==> config.mk <==
export PLATFORM = sky130hd
export DESIGN_NAME = shape_ring_vertex_generator_core
export DESIGN_NICKNAME = d
export VERILOG_FILES = /design/src/srvg_pkg.sv /design/src/shape_ring_vertex_generator_core.sv
export VERILOG_INCLUDE_DIRS = /design/src /design/src/src
export SDC_FILE = /design/constraint.sdc
export NUM_CORES = 2
export LEC_CHECK = 0
export ABC_CLOCK_PERIOD_IN_PS = 18300
export BUFFER_PORTS_ARGS = -buffer_cell sky130_fd_sc_hd__buf_4
export CORE_AREA = 2 2 321 323
export CTS_CLUSTER_DIAMETER = 100
export CTS_CLUSTER_SIZE = 8
export DETAILED_ROUTE_END_ITERATION = 6
export DIE_AREA = 0 0 323 325
export GPL_TIMING_DRIVEN = 0
export PLACE_DENSITY = 0.82
export SYNTH_ARGS = -nofsm -noshare
export SYNTH_HDL_FRONTEND = slang
export SYNTH_SLANG_ARGS = --single-unit
==> constraint.sdc <==
create_clock -name clk -period 18.3 [get_ports clk]
set_clock_uncertainty 0.05 [all_clocks]
set_input_delay 2.745 -clock clk [delete_from_list [all_inputs] [get_ports clk]]
set_output_delay 2.745 -clock clk [all_outputs]
set_load 0.05 [all_outputs]
==> src/assert_macros.svh <==
// ----------------------------------------------------------------------------
// Assertion macros for the shape ring vertex generator
// Clocked property checks that share one clock and reset form.
// ----------------------------------------------------------------------------
`ifndef ASSERT_MACROS_SVH
`define ASSERT_MACROS_SVH

// Check a property on every rising clock edge outside reset
`define SRVG_ASSERT(label, prop) \
    label: assert property (@(posedge clk) disable iff (!rst_n) prop) \
        else $error("srvg assertion failed");

// Check that a condition never holds outside reset
`define SRVG_NEVER(label, cond) \
    label: assert property (@(posedge clk) disable iff (!rst_n) !(cond)) \
        else $error("srvg forbidden condition seen");

`endif

==> src/srvg_pkg.sv <==
// ----------------------------------------------------------------------------
// srvg_pkg
// Types, constants and small tables for the shape ring vertex generator.
// ----------------------------------------------------------------------------
`default_nettype none

package srvg_pkg;

    localparam int COORD_BITS       = 32;
    localparam int MAX_SEGMENTS_DEF = 63;

    // Shape codes
    localparam logic [1:0] SHAPE_RECT = 2'd0;
    localparam logic [1:0] SHAPE_DIAM = 2'd1;
    localparam logic [1:0] SHAPE_OVAL = 2'd2;

    // Register indexes
    localparam logic REG_SHAPE_KIND    = 1'b0;
    localparam logic REG_OVAL_SEGMENTS = 1'b1;

    localparam logic [1:0] SHAPE_RESET = SHAPE_RECT;
    localparam logic [5:0] SEG_RESET   = 6'd36;

    // Angles in 1/65536 degree
    localparam logic [24:0] FULL_TURN   = 25'd23592960;
    localparam logic [24:0] RIGHT_ANGLE = 25'd5898240;
    localparam int          CORDIC_LAST = 16;
    localparam logic signed [19:0] CORDIC_START = 20'sd39797;
    localparam logic signed [17:0] ONE_Q16      = 18'sd65536;

    // Sign codes of the corner tables
    localparam logic [1:0] SGN_ZERO = 2'b00;
    localparam logic [1:0] SGN_POS  = 2'b01;
    localparam logic [1:0] SGN_NEG  = 2'b11;

    typedef struct packed {
        logic signed [31:0] center_x;
        logic signed [31:0] center_y;
        logic        [30:0] full_width;
        logic        [30:0] full_height;
        logic signed [15:0] turn_angle;
    } in_item_t;

    typedef struct packed {
        logic signed [COORD_BITS-1:0] vertex_x;
        logic signed [COORD_BITS-1:0] vertex_y;
        logic                         last_vertex;
        logic                         size_error;
    } out_item_t;

    // CORDIC arc per step, 1/65536 degree
    function automatic logic [22:0] arc_angle(input logic [4:0] step);
        logic [22:0] v;
        case (step)
            5'd0:    v = 23'd2949120;
            5'd1:    v = 23'd1740967;
            5'd2:    v = 23'd919879;
            5'd3:    v = 23'd466945;
            5'd4:    v = 23'd234379;
            5'd5:    v = 23'd117305;
            5'd6:    v = 23'd58666;
            5'd7:    v = 23'd29335;
            5'd8:    v = 23'd14668;
            5'd9:    v = 23'd7334;
            5'd10:   v = 23'd3667;
            5'd11:   v = 23'd1833;
            5'd12:   v = 23'd917;
            5'd13:   v = 23'd458;
            5'd14:   v = 23'd229;
            5'd15:   v = 23'd115;
            5'd16:   v = 23'd57;
            default: v = 23'd0;
        endcase
        return v;
    endfunction

    // Corner sign for rectangle and diamond rings
    function automatic logic [1:0] corner_sign(input logic diamond, input logic y_axis,
                                               input logic [2:0] k);
        logic [1:0] v;
        v = SGN_ZERO;
        case ({diamond, y_axis})
            2'b00: case (k)
                3'd0, 3'd1, 3'd4: v = SGN_NEG;
                3'd2, 3'd3:       v = SGN_POS;
                default:          v = SGN_ZERO;
            endcase
            2'b01: case (k)
                3'd0, 3'd3, 3'd4: v = SGN_NEG;
                3'd1, 3'd2:       v = SGN_POS;
                default:          v = SGN_ZERO;
            endcase
            2'b10: case (k)
                3'd1:    v = SGN_NEG;
                3'd3:    v = SGN_POS;
                default: v = SGN_ZERO;
            endcase
            default: case (k)
                3'd0, 3'd4: v = SGN_NEG;
                3'd2:       v = SGN_POS;
                default:    v = SGN_ZERO;
            endcase
        endcase
        return v;
    endfunction

endpackage

`default_nettype wire

==> src/shape_ring_vertex_generator_core.sv <==
// ----------------------------------------------------------------------------
// shape_ring_vertex_generator_core
// Emits the closed vertex ring of a rectangle, diamond or oval about a point.
// ----------------------------------------------------------------------------
// Usage
//   Input channel in_valid / in_stall / in_item carries one shape request.
//   Output channel out_valid / out_stall / out_item carries one vertex per
//   item; last_vertex marks the closing vertex. A zero width or height gives
//   one item with size_error and last_vertex set and zero coordinates.
//   Registers shape_kind (index 0) and oval_segments (index 1) are written
//   through cfg_we / cfg_index / cfg_data; the user must do so only while
//   the block is idle, which the block itself does not enforce.
//   One request is processed at a time; in_stall is high until the last
//   vertex has been handed to the output register.
//   The oval path runs the shared 17-step CORDIC per vertex and the
//   25-step restoring divider for the angle increment; the rotated offsets
//   take four passes through the single 33x18 multiplier.
//   A stalled output holds its item and the sequencer waits on it.
//   Reset returns to idle, drops any pending vertex and restores the
//   registers to rectangle and 36 segments.
`default_nettype none

module shape_ring_vertex_generator_core #(
    parameter int MAX_SEGMENTS = srvg_pkg::MAX_SEGMENTS_DEF
) (
    input  wire                  clk,
    input  wire                  rst_n,
    input  wire                  in_valid,
    output logic                 in_stall,
    input  srvg_pkg::in_item_t   in_item,
    output logic                 out_valid,
    input  wire                  out_stall,
    output srvg_pkg::out_item_t  out_item,
    input  wire                  cfg_we,
    input  wire                  cfg_index,
    input  wire  [5:0]           cfg_data
);
    import srvg_pkg::*;

`include "assert_macros.svh"

    localparam int OFS_W = 34;
    localparam int SUM_W = ((COORD_BITS > OFS_W) ? COORD_BITS : OFS_W) + 2;
    localparam logic [5:0] SEG_MAX = 6'(MAX_SEGMENTS);
    localparam logic signed [SUM_W-1:0] SAT_HI =
        {{(SUM_W-COORD_BITS+1){1'b0}}, {(COORD_BITS-1){1'b1}}};
    localparam logic signed [SUM_W-1:0] SAT_LO = ~SAT_HI;

    // Sequencer codes
    localparam logic [3:0] S_IDLE  = 4'd0;
    localparam logic [3:0] S_DIV   = 4'd1;
    localparam logic [3:0] S_VTX   = 4'd2;
    localparam logic [3:0] S_CORD  = 4'd3;
    localparam logic [3:0] S_CDONE = 4'd4;
    localparam logic [3:0] S_MW    = 4'd5;
    localparam logic [3:0] S_MH    = 4'd6;
    localparam logic [3:0] S_OFS   = 4'd7;
    localparam logic [3:0] S_R0    = 4'd8;
    localparam logic [3:0] S_R1    = 4'd9;
    localparam logic [3:0] S_R2    = 4'd10;
    localparam logic [3:0] S_R3    = 4'd11;
    localparam logic [3:0] S_EMIT  = 4'd12;
    localparam logic [3:0] S_ROTL  = 4'd13;

    // Control state
    logic [3:0] state_reg, state_next;
    logic [1:0] shape_reg, shape_next;
    logic [5:0] segcfg_reg, segcfg_next;
    logic       out_valid_reg, out_valid_next;
    logic [4:0] step_reg, step_next;
    logic [5:0] k_reg, k_next;

    // Item payload
    logic signed [31:0] cx_reg, cx_next, cy_reg, cy_next;
    logic [30:0]        w_reg, w_next, h_reg, h_next;
    logic               oval_reg, oval_next, diam_reg, diam_next;
    logic               rot_reg, rot_next, err_reg, err_next;
    logic [5:0]         seg_reg, seg_next;
    logic [24:0]        angm_reg, angm_next;

    // Oval angle stepping
    logic [6:0]  drem_reg, drem_next;
    logic [24:0] q0_reg, q0_next, t_reg, t_next;
    logic [5:0]  r0_reg, r0_next, trem_reg, trem_next;

    // CORDIC unit
    logic signed [19:0] x_reg, x_next, y_reg, y_next;
    logic signed [26:0] a_reg, a_next;
    logic               flip_reg, flip_next, forrot_reg, forrot_next;
    logic signed [17:0] rc_reg, rc_next, rs_reg, rs_next, tc_reg, tc_next, ts_reg, ts_next;

    // Offsets and accumulator
    logic signed [32:0]    dx_reg, dx_next, dy_reg, dy_next;
    logic signed [51:0]    acc_reg, acc_next;
    logic signed [OFS_W-1:0] ox_reg, ox_next, oy_reg, oy_next;
    out_item_t             out_reg, out_next;

    // Shared multiplier and helpers
    logic signed [32:0] mul_a;
    logic signed [17:0] mul_b;
    logic signed [50:0] prod;
    logic signed [52:0] rsum;
    logic signed [50:0] prnd;
    logic signed [26:0] ang_ext, ang_a1;
    logic [24:0]        cl_ang;
    logic signed [26:0] cl_a;
    logic               cl_flip;
    logic signed [19:0] x_sh, y_sh, xf, yf;
    logic signed [17:0] xc, yc;
    logic [6:0]         div_sh, tsum;
    logic signed [33:0] hx, hy;
    logic signed [SUM_W-1:0] sum_x, sum_y;
    logic [1:0]         sgn_x, sgn_y;
    logic               last_k, out_free;
    logic [5:0]         seg_in;

    assign in_stall  = (state_reg != S_IDLE);
    assign out_valid = out_valid_reg;
    assign out_item  = out_reg;
    assign out_free  = !out_valid_reg || !out_stall;
    assign last_k    = oval_reg ? (k_reg == seg_reg) : (k_reg == 6'd4);

    // Clamp the segment count
    assign seg_in = (segcfg_reg == 6'd0) ? 6'd1 :
                    ((segcfg_reg > SEG_MAX) ? SEG_MAX : segcfg_reg);

    // Reduce the rotation angle into one full turn
    assign ang_ext = 27'(signed'({in_item.turn_angle, 10'b0}));
    assign ang_a1  = (ang_ext < 0) ? ang_ext + 27'(FULL_TURN) : ang_ext;

    // Fold the CORDIC start angle into the right half plane
    assign cl_ang = (state_reg == S_ROTL) ? angm_reg : ((k_reg == seg_reg) ? 25'd0 : t_reg);
    always_comb
    begin
        cl_flip = 1'b0;
        cl_a    = signed'({2'b00, cl_ang});
        if (cl_ang > RIGHT_ANGLE && cl_ang < 25'(3 * RIGHT_ANGLE))
        begin
            cl_a    = signed'({2'b00, cl_ang}) - 27'(2 * RIGHT_ANGLE);
            cl_flip = 1'b1;
        end
        else if (cl_ang >= 25'(3 * RIGHT_ANGLE))
        begin
            cl_a = signed'({2'b00, cl_ang}) - 27'(FULL_TURN);
        end
    end

    assign x_sh = x_reg >>> step_reg;
    assign y_sh = y_reg >>> step_reg;
    assign xf   = flip_reg ? -x_reg : x_reg;
    assign yf   = flip_reg ? -y_reg : y_reg;
    assign xc   = (xf > 20'(ONE_Q16)) ? ONE_Q16 : ((xf < -20'(ONE_Q16)) ? -ONE_Q16 : 18'(xf));
    assign yc   = (yf > 20'(ONE_Q16)) ? ONE_Q16 : ((yf < -20'(ONE_Q16)) ? -ONE_Q16 : 18'(yf));

    // Select multiplier operands per step
    always_comb
    begin
        mul_a = '0;
        mul_b = '0;
        case (state_reg)
            S_MW:    begin mul_a = signed'({2'b00, w_reg}); mul_b = tc_reg; end
            S_MH:    begin mul_a = signed'({2'b00, h_reg}); mul_b = ts_reg; end
            S_R0:    begin mul_a = dx_reg; mul_b = rc_reg; end
            S_R1:    begin mul_a = dy_reg; mul_b = rs_reg; end
            S_R2:    begin mul_a = dy_reg; mul_b = rc_reg; end
            S_R3:    begin mul_a = dx_reg; mul_b = rs_reg; end
            default: begin mul_a = '0; mul_b = '0; end
        endcase
    end
    assign prod = 51'(mul_a) * 51'(mul_b);
    assign prnd = prod + 51'sd32768;
    assign rsum = ((state_reg == S_R3) ? 53'(acc_reg) - 53'(prod) : 53'(acc_reg) + 53'(prod))
                  + 53'sd65536;

    assign div_sh = {drem_reg[5:0], FULL_TURN[step_reg]};
    assign tsum   = 7'(trem_reg) + 7'(r0_reg);

    assign hx = (signed'({dx_reg[32], dx_reg}) + 34'sd1) >>> 1;
    assign hy = (signed'({dy_reg[32], dy_reg}) + 34'sd1) >>> 1;

    assign sgn_x = corner_sign(diam_reg, 1'b0, k_reg[2:0]);
    assign sgn_y = corner_sign(diam_reg, 1'b1, k_reg[2:0]);

    assign sum_x = SUM_W'(cx_reg) + SUM_W'(ox_reg);
    assign sum_y = SUM_W'(cy_reg) + SUM_W'(oy_reg);

    // Sequencer and datapath next values
    always_comb
    begin
        state_next = state_reg;   shape_next = shape_reg;   segcfg_next = segcfg_reg;
        out_valid_next = out_valid_reg && out_stall;
        step_next = step_reg;     k_next = k_reg;
        cx_next = cx_reg; cy_next = cy_reg; w_next = w_reg; h_next = h_reg;
        oval_next = oval_reg; diam_next = diam_reg; rot_next = rot_reg; err_next = err_reg;
        seg_next = seg_reg; angm_next = angm_reg;
        drem_next = drem_reg; q0_next = q0_reg; t_next = t_reg;
        r0_next = r0_reg; trem_next = trem_reg;
        x_next = x_reg; y_next = y_reg; a_next = a_reg;
        flip_next = flip_reg; forrot_next = forrot_reg;
        rc_next = rc_reg; rs_next = rs_reg; tc_next = tc_reg; ts_next = ts_reg;
        dx_next = dx_reg; dy_next = dy_reg; acc_next = acc_reg;
        ox_next = ox_reg; oy_next = oy_reg; out_next = out_reg;

        // Take register writes
        if (cfg_we)
        begin
            if (cfg_index == REG_SHAPE_KIND)
                shape_next = cfg_data[1:0];
            else
                segcfg_next = cfg_data;
        end

        unique case (state_reg)
            S_IDLE:
            begin
                if (in_valid)
                begin
                    cx_next   = in_item.center_x;
                    cy_next   = in_item.center_y;
                    w_next    = in_item.full_width;
                    h_next    = in_item.full_height;
                    oval_next = (shape_reg == SHAPE_OVAL);
                    diam_next = (shape_reg == SHAPE_DIAM);
                    rot_next  = (in_item.turn_angle != 16'sd0);
                    err_next  = (in_item.full_width == 31'd0) || (in_item.full_height == 31'd0);
                    seg_next  = seg_in;
                    angm_next = (ang_a1 < 0) ? 25'(ang_a1 + 27'(FULL_TURN)) :
                                ((ang_a1 >= 27'(FULL_TURN)) ? 25'(ang_a1 - 27'(FULL_TURN))
                                                             : 25'(ang_a1));
                    rc_next   = ONE_Q16;
                    rs_next   = '0;
                    k_next    = '0;
                    drem_next = '0;
                    step_next = 5'd24;
                    if ((in_item.full_width == 31'd0) || (in_item.full_height == 31'd0))
                        state_next = S_EMIT;
                    else if (shape_reg == SHAPE_OVAL)
                        state_next = S_DIV;
                    else if (in_item.turn_angle != 16'sd0)
                        state_next = S_ROTL;
                    else
                        state_next = S_VTX;
                end
            end
            S_DIV:
            begin
                // One quotient bit of the full turn over the segment count
                if (div_sh >= 7'(seg_reg))
                begin
                    drem_next = div_sh - 7'(seg_reg);
                    q0_next   = {q0_reg[23:0], 1'b1};
                end
                else
                begin
                    drem_next = div_sh;
                    q0_next   = {q0_reg[23:0], 1'b0};
                end
                step_next = step_reg - 5'd1;
                if (step_reg == 5'd0)
                begin
                    r0_next    = (div_sh >= 7'(seg_reg)) ? 6'(div_sh - 7'(seg_reg)) : div_sh[5:0];
                    t_next     = '0;
                    trem_next  = seg_reg >> 1;
                    state_next = rot_reg ? S_ROTL : S_VTX;
                end
            end
            S_ROTL:
            begin
                x_next = CORDIC_START; y_next = '0; a_next = cl_a;
                flip_next = cl_flip; forrot_next = 1'b1; step_next = '0;
                state_next = S_CORD;
            end
            S_VTX:
            begin
                if (oval_reg)
                begin
                    x_next = CORDIC_START; y_next = '0; a_next = cl_a;
                    flip_next = cl_flip; forrot_next = 1'b0; step_next = '0;
                    state_next = S_CORD;
                end
                else
                begin
                    dx_next = (sgn_x == SGN_POS) ? signed'({2'b00, w_reg}) :
                              ((sgn_x == SGN_NEG) ? -signed'({2'b00, w_reg}) : 33'sd0);
                    dy_next = (sgn_y == SGN_POS) ? signed'({2'b00, h_reg}) :
                              ((sgn_y == SGN_NEG) ? -signed'({2'b00, h_reg}) : 33'sd0);
                    state_next = S_OFS;
                end
            end
            S_CORD:
            begin
                // One micro-rotation
                if (a_reg >= 0)
                begin
                    x_next = x_reg - y_sh;
                    y_next = y_reg + x_sh;
                    a_next = a_reg - 27'(arc_angle(step_reg));
                end
                else
                begin
                    x_next = x_reg + y_sh;
                    y_next = y_reg - x_sh;
                    a_next = a_reg + 27'(arc_angle(step_reg));
                end
                step_next = step_reg + 5'd1;
                if (step_reg == 5'(CORDIC_LAST))
                    state_next = S_CDONE;
            end
            S_CDONE:
            begin
                if (forrot_reg)
                begin
                    rc_next = xc; rs_next = yc; state_next = S_VTX;
                end
                else
                begin
                    tc_next = xc; ts_next = yc; state_next = S_MW;
                end
            end
            S_MW:
            begin
                dx_next = prnd[48:16];
                state_next = S_MH;
            end
            S_MH:
            begin
                dy_next = prnd[48:16];
                state_next = S_OFS;
            end
            S_OFS:
            begin
                if (rot_reg)
                    state_next = S_R0;
                else
                begin
                    ox_next = hx; oy_next = hy; state_next = S_EMIT;
                end
            end
            S_R0:
            begin
                acc_next = 52'(prod); state_next = S_R1;
            end
            S_R1:
            begin
                ox_next = rsum[17 +: OFS_W]; state_next = S_R2;
            end
            S_R2:
            begin
                acc_next = 52'(prod); state_next = S_R3;
            end
            S_R3:
            begin
                oy_next = rsum[17 +: OFS_W]; state_next = S_EMIT;
            end
            S_EMIT:
            begin
                if (out_free)
                begin
                    out_valid_next = 1'b1;
                    if (err_reg)
                    begin
                        out_next.vertex_x    = '0;
                        out_next.vertex_y    = '0;
                        out_next.last_vertex = 1'b1;
                        out_next.size_error  = 1'b1;
                        state_next = S_IDLE;
                    end
                    else
                    begin
                        out_next.vertex_x = (sum_x > SAT_HI) ? SAT_HI[COORD_BITS-1:0] :
                                            ((sum_x < SAT_LO) ? SAT_LO[COORD_BITS-1:0]
                                                              : sum_x[COORD_BITS-1:0]);
                        out_next.vertex_y = (sum_y > SAT_HI) ? SAT_HI[COORD_BITS-1:0] :
                                            ((sum_y < SAT_LO) ? SAT_LO[COORD_BITS-1:0]
                                                              : sum_y[COORD_BITS-1:0]);
                        out_next.last_vertex = last_k;
                        out_next.size_error  = 1'b0;
                        // Advance the oval angle by the full turn over N
                        k_next = k_reg + 6'd1;
                        if (tsum >= 7'(seg_reg))
                        begin
                            trem_next = 6'(tsum - 7'(seg_reg));
                            t_next    = t_reg + q0_reg + 25'd1;
                        end
                        else
                        begin
                            trem_next = tsum[5:0];
                            t_next    = t_reg + q0_reg;
                        end
                        state_next = last_k ? S_IDLE : S_VTX;
                    end
                end
            end
            default: state_next = S_IDLE;
        endcase
    end

    // Control registers
    always_ff @(posedge clk or negedge rst_n)
    begin
        if (!rst_n)
        begin
            state_reg     <= S_IDLE;
            shape_reg     <= SHAPE_RESET;
            segcfg_reg    <= SEG_RESET;
            out_valid_reg <= 1'b0;
            step_reg      <= '0;
            k_reg         <= '0;
        end
        else
        begin
            state_reg     <= state_next;
            shape_reg     <= shape_next;
            segcfg_reg    <= segcfg_next;
            out_valid_reg <= out_valid_next;
            step_reg      <= step_next;
            k_reg         <= k_next;
        end
    end

    // Datapath registers
    always_ff @(posedge clk)
    begin
        cx_reg <= cx_next; cy_reg <= cy_next; w_reg <= w_next; h_reg <= h_next;
        oval_reg <= oval_next; diam_reg <= diam_next; rot_reg <= rot_next;
        err_reg <= err_next; seg_reg <= seg_next; angm_reg <= angm_next;
        drem_reg <= drem_next; q0_reg <= q0_next; t_reg <= t_next;
        r0_reg <= r0_next; trem_reg <= trem_next;
        x_reg <= x_next; y_reg <= y_next; a_reg <= a_next;
        flip_reg <= flip_next; forrot_reg <= forrot_next;
        rc_reg <= rc_next; rs_reg <= rs_next; tc_reg <= tc_next; ts_reg <= ts_next;
        dx_reg <= dx_next; dy_reg <= dy_next; acc_reg <= acc_next;
        ox_reg <= ox_next; oy_reg <= oy_next; out_reg <= out_next;
    end

    `SRVG_ASSERT(a_err_is_last, (out_valid && out_item.size_error) |-> out_item.last_vertex)
    `SRVG_NEVER(a_k_past_ring, (state_reg == S_EMIT) && !err_reg && oval_reg && (k_reg > seg_reg))
    `SRVG_NEVER(a_cordic_overrun, (state_reg == S_CORD) && (step_reg > 5'(CORDIC_LAST)))
    `SRVG_NEVER(a_emit_on_stalled_full, (state_reg == S_EMIT) && out_valid_reg && out_stall
                && (state_next != S_EMIT))

endmodule

`default_nettype wire
Word-level counts from Yosys, hierarchy flattened
Memory sizes are Yosys's and may differ from the RTL's.
Index checks and enable logic that the tools add are counted.
- $add $sub $neg: 31
- multiply operators: 1
- magnitude comparators: 19
- equality and inequality tests: 35
- shift operators: 2
- muxes and demuxes: 104
- bitwise logic cells: 3
- reductions and logical operators: 55
- operator list (kind ; count):
    2-to-1 mux 25 bit ; 8
    2-to-1 mux 33 bit ; 6
    2-to-1 mux 18 bit ; 8
    case mux 34 bit (2 select lines) ; 2
    2-to-1 mux 27 bit ; 5
    case mux 33 bit (2 select lines) ; 2
    case mux 33 bit (4 select lines) ; 1
    2-to-1 mux 20 bit ; 6
    case mux 20 bit (3 select lines) ; 2
    2-to-1 mux 23 bit ; 4
    case mux 27 bit (3 select lines) ; 1
    case mux 18 bit (2 select lines) ; 2
    case mux 18 bit (4 select lines) ; 1
    adder 32 x 34 -> 35 bit ; 2
    greater-than comparator 35 x 32 -> 1 bit, second input constant ; 2
    less-than comparator 35 x 32 -> 1 bit, second input constant ; 2
    adder 33 x 2 -> 34 bit, second input constant ; 2
    2-to-1 mux 34 bit ; 2
    2-to-1 mux 6 bit ; 11
    negator 31 -> 33 bit ; 2
    2-to-1 mux 32 bit ; 2
    zero test 31 bit ; 2
    2-to-1 mux 31 bit ; 2
    case mux 4 bit (14 select lines) ; 1
    77 further kinds ; 172
- bits in registers: 645
- bits in read-only memories: 1440
- bits of input ports: 154
- output and inout bits: 68
- word-level logic and storage cells: 295
- memories: 3
- memory list (memory ; depth ; bits a word ; read ports ; clocked after Yosys merged registers in ; wr ports ; line ; RTL):
    (name not given) ; 32 ; 22 ; 1 ; 0 ; 0 ; srvg_pkg.sv:54 ; case (step)
    (name not given) ; 32 ; 22 ; 1 ; 0 ; 0 ; srvg_pkg.sv:54 ;
    (name not given) ; 32 ; 1 ; 1 ; 0 ; 0 ; shape_ring_vertex_generator_core.sv:175 ; assign div_sh = {drem_reg[5:0], FULL_TURN[step_reg]};

Depth between registers and ports, before layout
- depth in word-level cells: 9
- mapped depth: 55
- mapped depth without buffers: 49

Worst setup path before layout
Ideal clock, no wire load.
- path kind: register -> register
- from: reg state_reg[2]
- to: reg oy_reg[32] (data pin)
- arrival: 13.239 ns
- path slack: 4.745 ns
- stages on the path, launching flop included: 48
- buffers on the path: 6
- path through: dfrtp_1 > buf_2 > nand2b_1 > buf_2 > nor2_1 > clkbuf_1 > a221o_1 > clkbuf_1 > nand2_1 > fa_1 > inv_1 > fa_1 > fa_1 > fa_1 > fa_1 > inv_1 > fa_1 > inv_1 > [... 12 more ...] > xor2_1 > ha_1 > clkbuf_1 > a21o_1 > a21o_1 > a21oi_1 > nand2_1 > or2_2 > o211ai_1 > and3b_1 > clkbuf_1 > mux2i_1 > nor4b_1 > nand3_1 > a2111oi_0 > mux2_2 > xnor2_1 > o21bai_1
- word-level cells in the longest chain between the ends: 8
- ends and longest elaborated chain (item ; line ; RTL):
    start, declared ; shape_ring_vertex_generator_core.sv:66 ; logic [3:0] state_reg, state_next;
    start signal, assigned ; shape_ring_vertex_generator_core.sv:412 ; state_reg <= state_next;
    equality test 4 bit ; shape_ring_vertex_generator_core.sv:160 ; case (state_reg)
    OR reduction 2 bit (no line) ; -- ;
    case mux 33 bit (4 select lines) / case mux 18 bit (4 select lines) (equally long branches) ; shape_ring_vertex_generator_core.sv:160 ;
    multiplier 33 x 18 -> 51 bit * ; shape_ring_vertex_generator_core.sv:170 ; assign prod = 51'(mul_a) * 51'(mul_b);
    net prod[29] ; shape_ring_vertex_generator_core.sv:101 ; logic signed [50:0] prod;
    adder 51 bit / subtractor 51 bit (equally long branches) ; shape_ring_vertex_generator_core.sv:172 ; assign rsum = ((state_reg == S_R3) ? 53'(acc_reg) - 53'(prod) : 53'(acc_reg) + 53'(prod))
    2-to-1 mux 51 bit * ; shape_ring_vertex_generator_core.sv:172 ;
    adder 51 x 18 -> 51 bit * ; shape_ring_vertex_generator_core.sv:173 ; + 53'sd65536;
    case mux 34 bit (2 select lines) * ; shape_ring_vertex_generator_core.sv:213 ; unique case (state_reg)
    net oy_next[32] ; shape_ring_vertex_generator_core.sv:95 ; logic signed [OFS_W-1:0] ox_reg, ox_next, oy_reg, oy_next;
    end signal, assigned ; shape_ring_vertex_generator_core.sv:433 ; ox_reg <= ox_next; oy_reg <= oy_next; out_reg <= out_next;
    end, declared ; shape_ring_vertex_generator_core.sv:95 ;
Mark *: on every way through the listed nets, which the timed path passes. The rest lies on a longest branch.
A chain may end at the register's enable or synchronous reset.

Worst setup path after layout
- from: reg state_reg[1]
- to: reg oy_reg[32] (data pin)
Same word-level chain as after synthesis.

==> out/summary.txt <==
Top cell type's share of synthesized area -> 0.281
DRC -> 3
Fillers -> 7900
Detailed-route wire length per cell -> 25.8 um
Fin. max-slew vios -> 7
HPWL Detailed -> 183000 um
Final Hold Fails -> 0
Main area contributors after synthesis -> edfxtp_1, fa_1, ha_1, nand2_1, inv_1
Most frequent cells in the layout -> nand2_1, inv_1, nor2_1
Setup-failing EPs final -> 0
DRT antenna net count -> 0
Clk Latency, worst-skew pair -> 0.70 ns
Placer Congestion -> 1.04
Post-CTS Setup Repair Bufs -> 0
Hold-fix buffers, CTS -> 0
Max Root-Sink Buffers -> 3
Measured slew at the worst slew-check pin -> 1.52 ns
Area Growth Syn to Fin -> 9.72%
Post-cts sizing count -> 0
Overall routing resource usage -> 0.433
Vias in the first global route -> 56980
Seq/Total Area, Yosys -> 0.290
H-Tree Depth -> 3
Critical setup path kind -> register to register
Post-synth top area cell -> edfxtp_1
Die X -> 323 um
Hold path startpoint -> q0_reg[10]$_DFFE_PP_
Drt total wl -> 228000 um
Ports -> 222
Critical path endpoint category -> register
Num CTS Buffers -> 90
CP Launch Point -> state_reg[1]$_DFFE_PN0P_
Die area -> 0.105 mm2
Largest net degree at the start of global routing -> 121
Final setup TNS -> 0 ns
Initial DRC Count -> 6803
Hold WC Path Type -> register to register
Die Y-Extent -> 325 um
Status -> finished with violations
Commonest non-fill, non-tap cell in the layout -> nand2_1
Drt first pass iters -> 7
Worst R2R Start -> state_reg[1]$_DFFE_PN0P_
Root buf cell -> clkbuf_16
Clock Sinks -> 635
First-pass GRT wire length -> 341000 um
Arr. time, crit path -> 17.63 ns
Max reg flops -> 66
Clk slew on worst S/H paths -> 0.06 ns
Critical Path RT -> 18.66 ns
Final period util -> 0.944
Synth Warn # -> 0
Failing checks -> design-rule violations, max-capacitance violations, max-slew violations
Synth Register Bits -> 635
EDFF count, synth -> 611
Max-cap viol count -> 1
Slew Limit Headroom -> -0.0178
Mapped cell area -> 0.0653 mm2
Global route overflow -> 0
Most frequent CP cell -> fa_1
Post-synth top flop -> edfxtp_1
Fmax -> 57.9 MHz
Via count -> 57261
Ys async rst share -> 0.0378
Post-synthesis cell type count -> 97
Post-synthesis instance total -> 7121
Bufs and invs on worst path -> 9
Share of cells above drive strength 1 -> 0.0642
Nets -> 8568
Avg Inst Size Synth -> 9.18 um2
Crit-path max FO -> 10
Syn Nets -> 8237
Element type at the critical path start -> register
Slowest-stage cell, CP -> nor4_2
Initial core utilization -> 0.645
Core Rows -> 117
CP top delay family -> simple AND/OR/NAND/NOR gates
RSZ-0062 raised after global routing -> no
CP peak stage delay -> 0.77 ns
Post-DR vias/cell -> 6.46
Min Tclk post-route -> 17.27 ns
CTS tree -> built
Initial antenna violation count -> 9
IO Port Bufs -> 221
Core area -> 0.101 mm2
==> cell usage after synthesis, types with 15 or more instances <==
cell / n
mux2i_1: 65
a21boi_0: 15
nand4_1: 71
a22oi_1: 17
o21ai_0: 408
a221oi_1: 29
and2_1: 57
a221o_1: 21
or2_2: 30
and4_1: 32
and3_1: 62
a21o_1: 101
fa_1: 579
o211ai_1: 23
o31ai_1: 47
nor3_1: 96
mux2_2: 22
buf_1: 24
nor2_1: 618
ha_1: 383
nor2b_1: 51
xor2_1: 246
nand2_1: 941
nand2b_1: 63
o22ai_1: 51
o21bai_1: 51
nand3_1: 125
o21a_1: 35
clkbuf_1: 255
a211oi_1: 46
inv_1: 830
mux4_2: 23
xnor2_1: 324
a21oi_1: 352
or4_1: 24
nor4_1: 46
dfrtp_1: 22
or3_1: 52
a31oi_1: 50
edfxtp_1: 611
==> kinds of logic after synthesis <==
group           synth area share
compound gates             0.133
flops                      0.290
fa+ha+maj                  0.251
mux                       0.0217
xor+xnor                  0.0764
buf+inv                   0.0655
simple gates               0.163
==> through the flow <==
step                setup WS, ns  utilization  hold slack [ns]  cell area, um2  instances
floorplan                   4.75            -            0.383           65300       7121
finish                      1.03        0.708            0.404           71700       8859
global placement           0.620        0.678            0.388           68700       8710
CTS                         1.75        0.708            0.404           71700       8857
global route               0.475        0.708            0.416           71700       8857
detailed placement          1.81        0.682            0.392           69100       8728
==> final cells by class <==
type | instances | area, um2 | area share
multi-input combinational | 5357 | 42200 | 0.589
sequential | 635 | 19000 | 0.264
inverter | 836 | 3150 | 0.0439
clock buffer | 122 | 2420 | 0.0338
timing repair buffer | 239 | 1940 | 0.0271
tap | 1368 | 1710 | 0.0239
buffer | 293 | 1150 | 0.0160
clock inverter | 7 | 148 | 0.00206
antenna | 2 | 5.00 | 0.0000698
==> final timing paths <==
kind	cells after the start	to	slack, ns
setup / recovery	44	oy_reg[32]$_DFFE_PP_	1.03
hold / removal	0	q0_reg[11]$_DFFE_PP_	0.40
setup reg to reg	44	oy_reg[32]$_DFFE_PP_	1.03
hold reg to reg	0	q0_reg[11]$_DFFE_PP_	0.40
max in group asynchronous	1	segcfg_reg[2]$_DFFE_PN1P_	15.97
min in group asynchronous	1	k_reg[1]$_DFFE_PN0P_	1.92
==> routing by layer <==
metal	global-route usage	up-vias	share of wire
met5	0	-	0.00022
met4	0.277	8	0.078
met3	0.108	874	0.11
met2	0.674	3560	0.45
met1	0.538	27860	0.36
li1	-	24959	-
Power is not shown: default switching activity piles up to over one toggle a cycle in this logic, so the estimate is an artifact.
